[src/rtl/ffdl_pkg.sv]
`timescale 1ns / 1ps

package ffdl_pkg;

    // default sizes
    localparam int LINE_DEPTH_DEF  = 65536;
    localparam int SAMPLE_BITS_DEF = 24;

    // configuration port
    localparam int CFG_INDEX_BITS = 3;
    localparam int CFG_DATA_BITS  = 22;

    // arithmetic limits
    localparam int FLUSH_LIMIT  = 8;
    localparam int FEEDBACK_MAX = 32765;

    // register indexes
    typedef enum logic [CFG_INDEX_BITS-1:0] {
        REG_USE_INPUT_DELAY    = 3'd0,
        REG_USE_INPUT_FEEDBACK = 3'd1,
        REG_FIXED_DELAY_MS     = 3'd2,
        REG_FIXED_FEEDBACK     = 3'd3,
        REG_SAMPLES_PER_MS     = 3'd4,
        REG_LINE_LENGTH        = 3'd5
    } ffdl_reg_t;

    // controller to datapath commands
    typedef struct packed {
        logic clear;
        logic load;
        logic scale;
        logic clamp;
        logic rd1;
        logic rd2;
        logic mix;
        logic fb;
        logic finish;
    } ffdl_cmd_t;

    // datapath to controller status
    typedef struct packed {
        logic clear_last;
        logic d_zero;
        logic out_busy;
    } ffdl_stat_t;

endpackage

[src/rtl/ffdl_ctrl.sv]
`timescale 1ns / 1ps

module ffdl_ctrl (
    input  logic                 clk,
    input  logic                 rst_n,
    input  logic                 in_valid,
    output logic                 in_ready,
    input  ffdl_pkg::ffdl_stat_t stat,
    output ffdl_pkg::ffdl_cmd_t  cmd
);

    typedef enum logic [3:0] {
        S_CLEAR,
        S_IDLE,
        S_SCALE,
        S_CLAMP,
        S_RD1,
        S_RD2,
        S_MIX,
        S_FB,
        S_DONE
    } state_t;

    state_t state_reg;
    state_t state_next;

    // command decode and next state
    always_comb
    begin
        cmd        = '0;
        state_next = state_reg;
        case (state_reg)
            S_CLEAR:
            begin
                cmd.clear = 1'b1;
                if (stat.clear_last)
                begin
                    state_next = S_IDLE;
                end
            end
            S_IDLE:
            begin
                cmd.load = in_valid;
                if (in_valid)
                begin
                    state_next = S_SCALE;
                end
            end
            S_SCALE:
            begin
                cmd.scale  = 1'b1;
                state_next = S_CLAMP;
            end
            S_CLAMP:
            begin
                cmd.clamp  = 1'b1;
                state_next = S_RD1;
            end
            S_RD1:
            begin
                // zero integer delay skips the ring entirely
                cmd.rd1    = !stat.d_zero;
                state_next = stat.d_zero ? S_DONE : S_RD2;
            end
            S_RD2:
            begin
                cmd.rd2    = 1'b1;
                state_next = S_MIX;
            end
            S_MIX:
            begin
                cmd.mix    = 1'b1;
                state_next = S_FB;
            end
            S_FB:
            begin
                cmd.fb     = 1'b1;
                state_next = S_DONE;
            end
            S_DONE:
            begin
                // wait for the output register to free up
                cmd.finish = !stat.out_busy;
                if (!stat.out_busy)
                begin
                    state_next = S_IDLE;
                end
            end
            default:
            begin
                state_next = S_IDLE;
            end
        endcase
    end

    assign in_ready = (state_reg == S_IDLE);

    // state register
    always_ff @(posedge clk or negedge rst_n)
    begin
        if (!rst_n)
        begin
            state_reg <= S_CLEAR;
        end
        else
        begin
            state_reg <= state_next;
        end
    end

`ifndef SYNTHESIS
    a_finish_free: assert property (@(posedge clk) disable iff (!rst_n)
        cmd.finish |-> !stat.out_busy)
        else $error("result finished while output register is occupied");

    a_one_cmd: assert property (@(posedge clk) disable iff (!rst_n)
        $onehot0(cmd))
        else $error("more than one datapath command at once");
`endif

endmodule

[config.mk]
export PLATFORM = sky130hd
export DESIGN_NAME = ffdl_ctrl
export DESIGN_NICKNAME = d
export VERILOG_FILES = /design/src/rtl/ffdl_pkg.sv /design/src/rtl/ffdl_ctrl.sv
export SDC_FILE = /design/constraint.sdc
export NUM_CORES = 1
export LEC_CHECK = 0
export ABC_AREA = 0
export BUFFER_PORTS_ARGS = -buffer_cell sky130_fd_sc_hd__buf_2
export CAP_MARGIN = 0
export CORE_AREA = 8 8 45 47
export DETAILED_ROUTE_END_ITERATION = 10
export DIE_AREA = 0 0 53 55
export GPL_ROUTABILITY_DRIVEN = 0
export PLACE_DENSITY = 0.64
export SLEW_MARGIN = 20
export SYNTH_ARGS = -nofsm -noshare
export SYNTH_HDL_FRONTEND = slang
export SYNTH_SLANG_ARGS = --single-unit
[constraint.sdc]
create_clock -name clk -period 0.95 [get_ports clk]
set_input_delay 0.0475 -clock clk [delete_from_list [all_inputs] [get_ports clk]]
set_output_delay 0.0475 -clock clk [all_outputs]
set_load 0.01 [all_outputs]
==> results.py <==
metrics = {
    "flow_run": {
        "max-cap-violations": 0,
    },
    "timing": {
        "setup_viol": 14,
        "maxSlewViolCount": 0,
        "clock.fmax_mhz": 779,
        "period_minus_slack_ns": 1.28,
        "max_slew_margin_pct": 83.1,
        "hold_violations": 0,
        "timing.hold.ws_ns": 0.0963,
        "setup_slack_ns": -0.333,
        "fin_skew_ns": 0.00299,
        "rsz0062_at_grt": "true",
        "timing.final.crit_share_pct": 135,
        "worst_slew_pin_slew_ns": 0.253,
    },
    "setup_path": {
        "crit_type": "register to primary output",
        "cp_max_fo": 4,
        "critical_path_buf_inv_count": 2,
        "crit_path_end_kind": "primary output",
        "crit_required_ns": 0.90,
        "slowest_stage": "dfrtp_2",
        "cp_top_family": "flip-flops",
        "slowest_delay_ns": 0.42,
        "start_kind": "register",
        "cp_cell_sequence": "buf_6, nor4_4, buf_2",
        "cp.arrival_ns": 1.24,
    },
    "logic_synthesis": {
        "postSynth.asyncResetShare_pct": 100,
        "yosysUniqueCellTypes": 22,
        "synth_top_cell_area_share_pct": 27.2,
        "synth.avg_cell_area_um2": 8.97,
        "yosys_most_used_dff": "dfrtp_1",
        "synth_edf_count": 0,
        "synthTopCellsByArea": "dfrtp_1, nand2b_4, buf_6",
        "ys_ff_latch": 4,
        "synth_area_leader_cell": "dfrtp_1",
        "synth_top_cells_by_count": "nor2_1, dfrtp_1, nor3_1",
        "netlist_area_um2": 368,
        "synth.yosys.warnings": 0,
        "synth.most_common_cell": "nor2_1",
        "syn-instance-count": 41,
        "ys_seq_area_share_pct": 27.2,
        "synth_nets": 47,
    },
    "clock_tree": {
        "cts_tree": "built",
        "insertion_delay_ns": 0.24,
        "numCtsBuffers": 3,
        "clock-sinks": 4,
        "cts_root_buffer": "clkbuf_4",
        "cts.clk_slew.worst_paths_ns": 0.04,
        "htreeDepth": 1,
        "cts_buffer_depth": 2,
    },
    "run_status": {
        "status": "finished, violations left",
        "violations": "negative setup slack",
    },
    "global_route": {
        "grt_pass1_vias": 385,
        "grt_use_total_pct": 7.50,
        "grt_pass1_wl_um": 1590,
        "antenna_found_initial": 0,
        "grt_max_degree": 11,
        "grt.overflow.total": 0,
    },
    "floorplanning": {
        "die_h_um": 55,
        "core_mm2": 0.00138,
        "initial_core_util_pct": 26.6,
        "io_pins": 16,
        "die-area_mm2": 0.00292,
        "row_count": 14,
        "die_x_um": 53,
    },
    "hold_path": {
        "hold_class": "input port to register",
    },
    "detailed_routing": {
        "drt-initial-drc-count": 1,
        "first_pass_iters": 3,
        "via_count": 409,
        "wl_per_cell_um": 13.7,
        "drc_errors": 0,
        "wirelength_um": 1210,
        "routed_via_density": 4.65,
        "ant_nets": 0,
    },
    "placed_design": {
        "detailed_place_hpwl_um": 738,
        "io_buffers": 15,
        "placed_cells": 73,
        "pre_cts_slack_ns": -0.169,
    },
    "pwr": {
        "power_mw": 2.22,
        "power_per_cell_area_mw_per_mm2": 3260,
        "ir_drop_mv": 1.40,
        "leakagePower_nw": 0.323,
    },
    "layout": {
        "nets": 80,
        "antenna_cells": 0,
        "drive_above_1_share_pct": 79.2,
        "fill_cells": 136,
        "syn2layout_area_growth_pct": 85.0,
        "fin_cells": 88,
        "largest_reg_flops": 4,
    },
}
[metal layers]
| layer | share of wire, % | track usage [%] | up-vias |
|---|---|---|---|
| met4 | 3.8 | 5.17 | 0 |
| met3 | 9.1 | 3.21 | 4 |
| met5 | 0 | 0 | - |
| met1 | 38 | 7.79 | 183 |
| met2 | 49 | 12.1 | 17 |
| li1 | - | - | 205 |
[metrics by stage]
stage	TNS [ns]	area [um^2]	utilization, %
2_1_floorplan	-0.178	377	-
3_3_place_gp	-1.24	468	33.8
3_5_place_dp	-1.29	468	33.8
4_1_cts	-3.31	596	43.0
5_1_grt	-4.19	681	49.2
6_report	-3.23	681	49.2
[final cells by class]
class,instances,area [um^2],share of cell area [%]
Multi-Input combinational cell,31,287,42.1
Timing Repair Buffer,32,239,35.1
Sequential cell,4,105,15.4
Clock buffer,3,22.5,3.31
Tap cell,16,20.0,2.94
Inverter,2,7.51,1.10
[path summary, 6_finish.rpt]
kind	start	cells after the start	slack, ns	endpoint
setup reg to reg	state_reg[3]	5	-0.20	state_reg[0]
max in group asynchronous	rst_n	2	0.67	state_reg[3]
hold reg to reg	state_reg[3]	2	0.59	state_reg[2]
hold / removal	stat[2]	3	0.1	state_reg[0]
min in group asynchronous	rst_n	2	0.14	state_reg[1]
setup / recovery	state_reg[1]	3	-0.33	cmd[4]
[what timing repair did]
item	4_1_cts	5_1_grt
hold endpoints to repair	4	0
resized for setup	10	16
pin swaps	4	5
setup endpoints to repair	14	14
setup buffers	8	3
cloned	0	0
hold buffers	1	0
[tightest hold or removal path, cell delays in order]
cell      delay (ns)
buf_2           0.11
nand2b_4        0.06
a311oi_2        0.08
[where the power goes]
group	switching, mW	internal, mW
clock network	0.0793	0.142
logic	0.708	0.860
registers	0.167	0.260
[cells by family (layout without fill, tap and decap cells)]
| group | Yosys count | count (layout) | synth area share (%) |
|---|---|---|---|
| multiplexers | 1 | 1 | 2.72 |
| buffers and inverters | 6 | 37 | 13.3 |
| AND/OR/NAND/NOR | 23 | 23 | 42.2 |
| flip-flops | 4 | 4 | 27.2 |
| AO/OA/AOI/OAI | 7 | 7 | 14.6 |
[layout by cell type (no fill, tap or decap), types with 2 or more instances in the layout]
master / n
buf_4: 7
nand2b_4: 4
nand2_2: 2
nor3_2: 3
nor4_2: 2
a21oi_2: 2
nor2_1: 3
buf_6: 9
buf_2: 15
clkbuf_4: 3
nor3_1: 2
dfrtp_2: 4
Note: power is estimated with default switching activity, not from simulation.
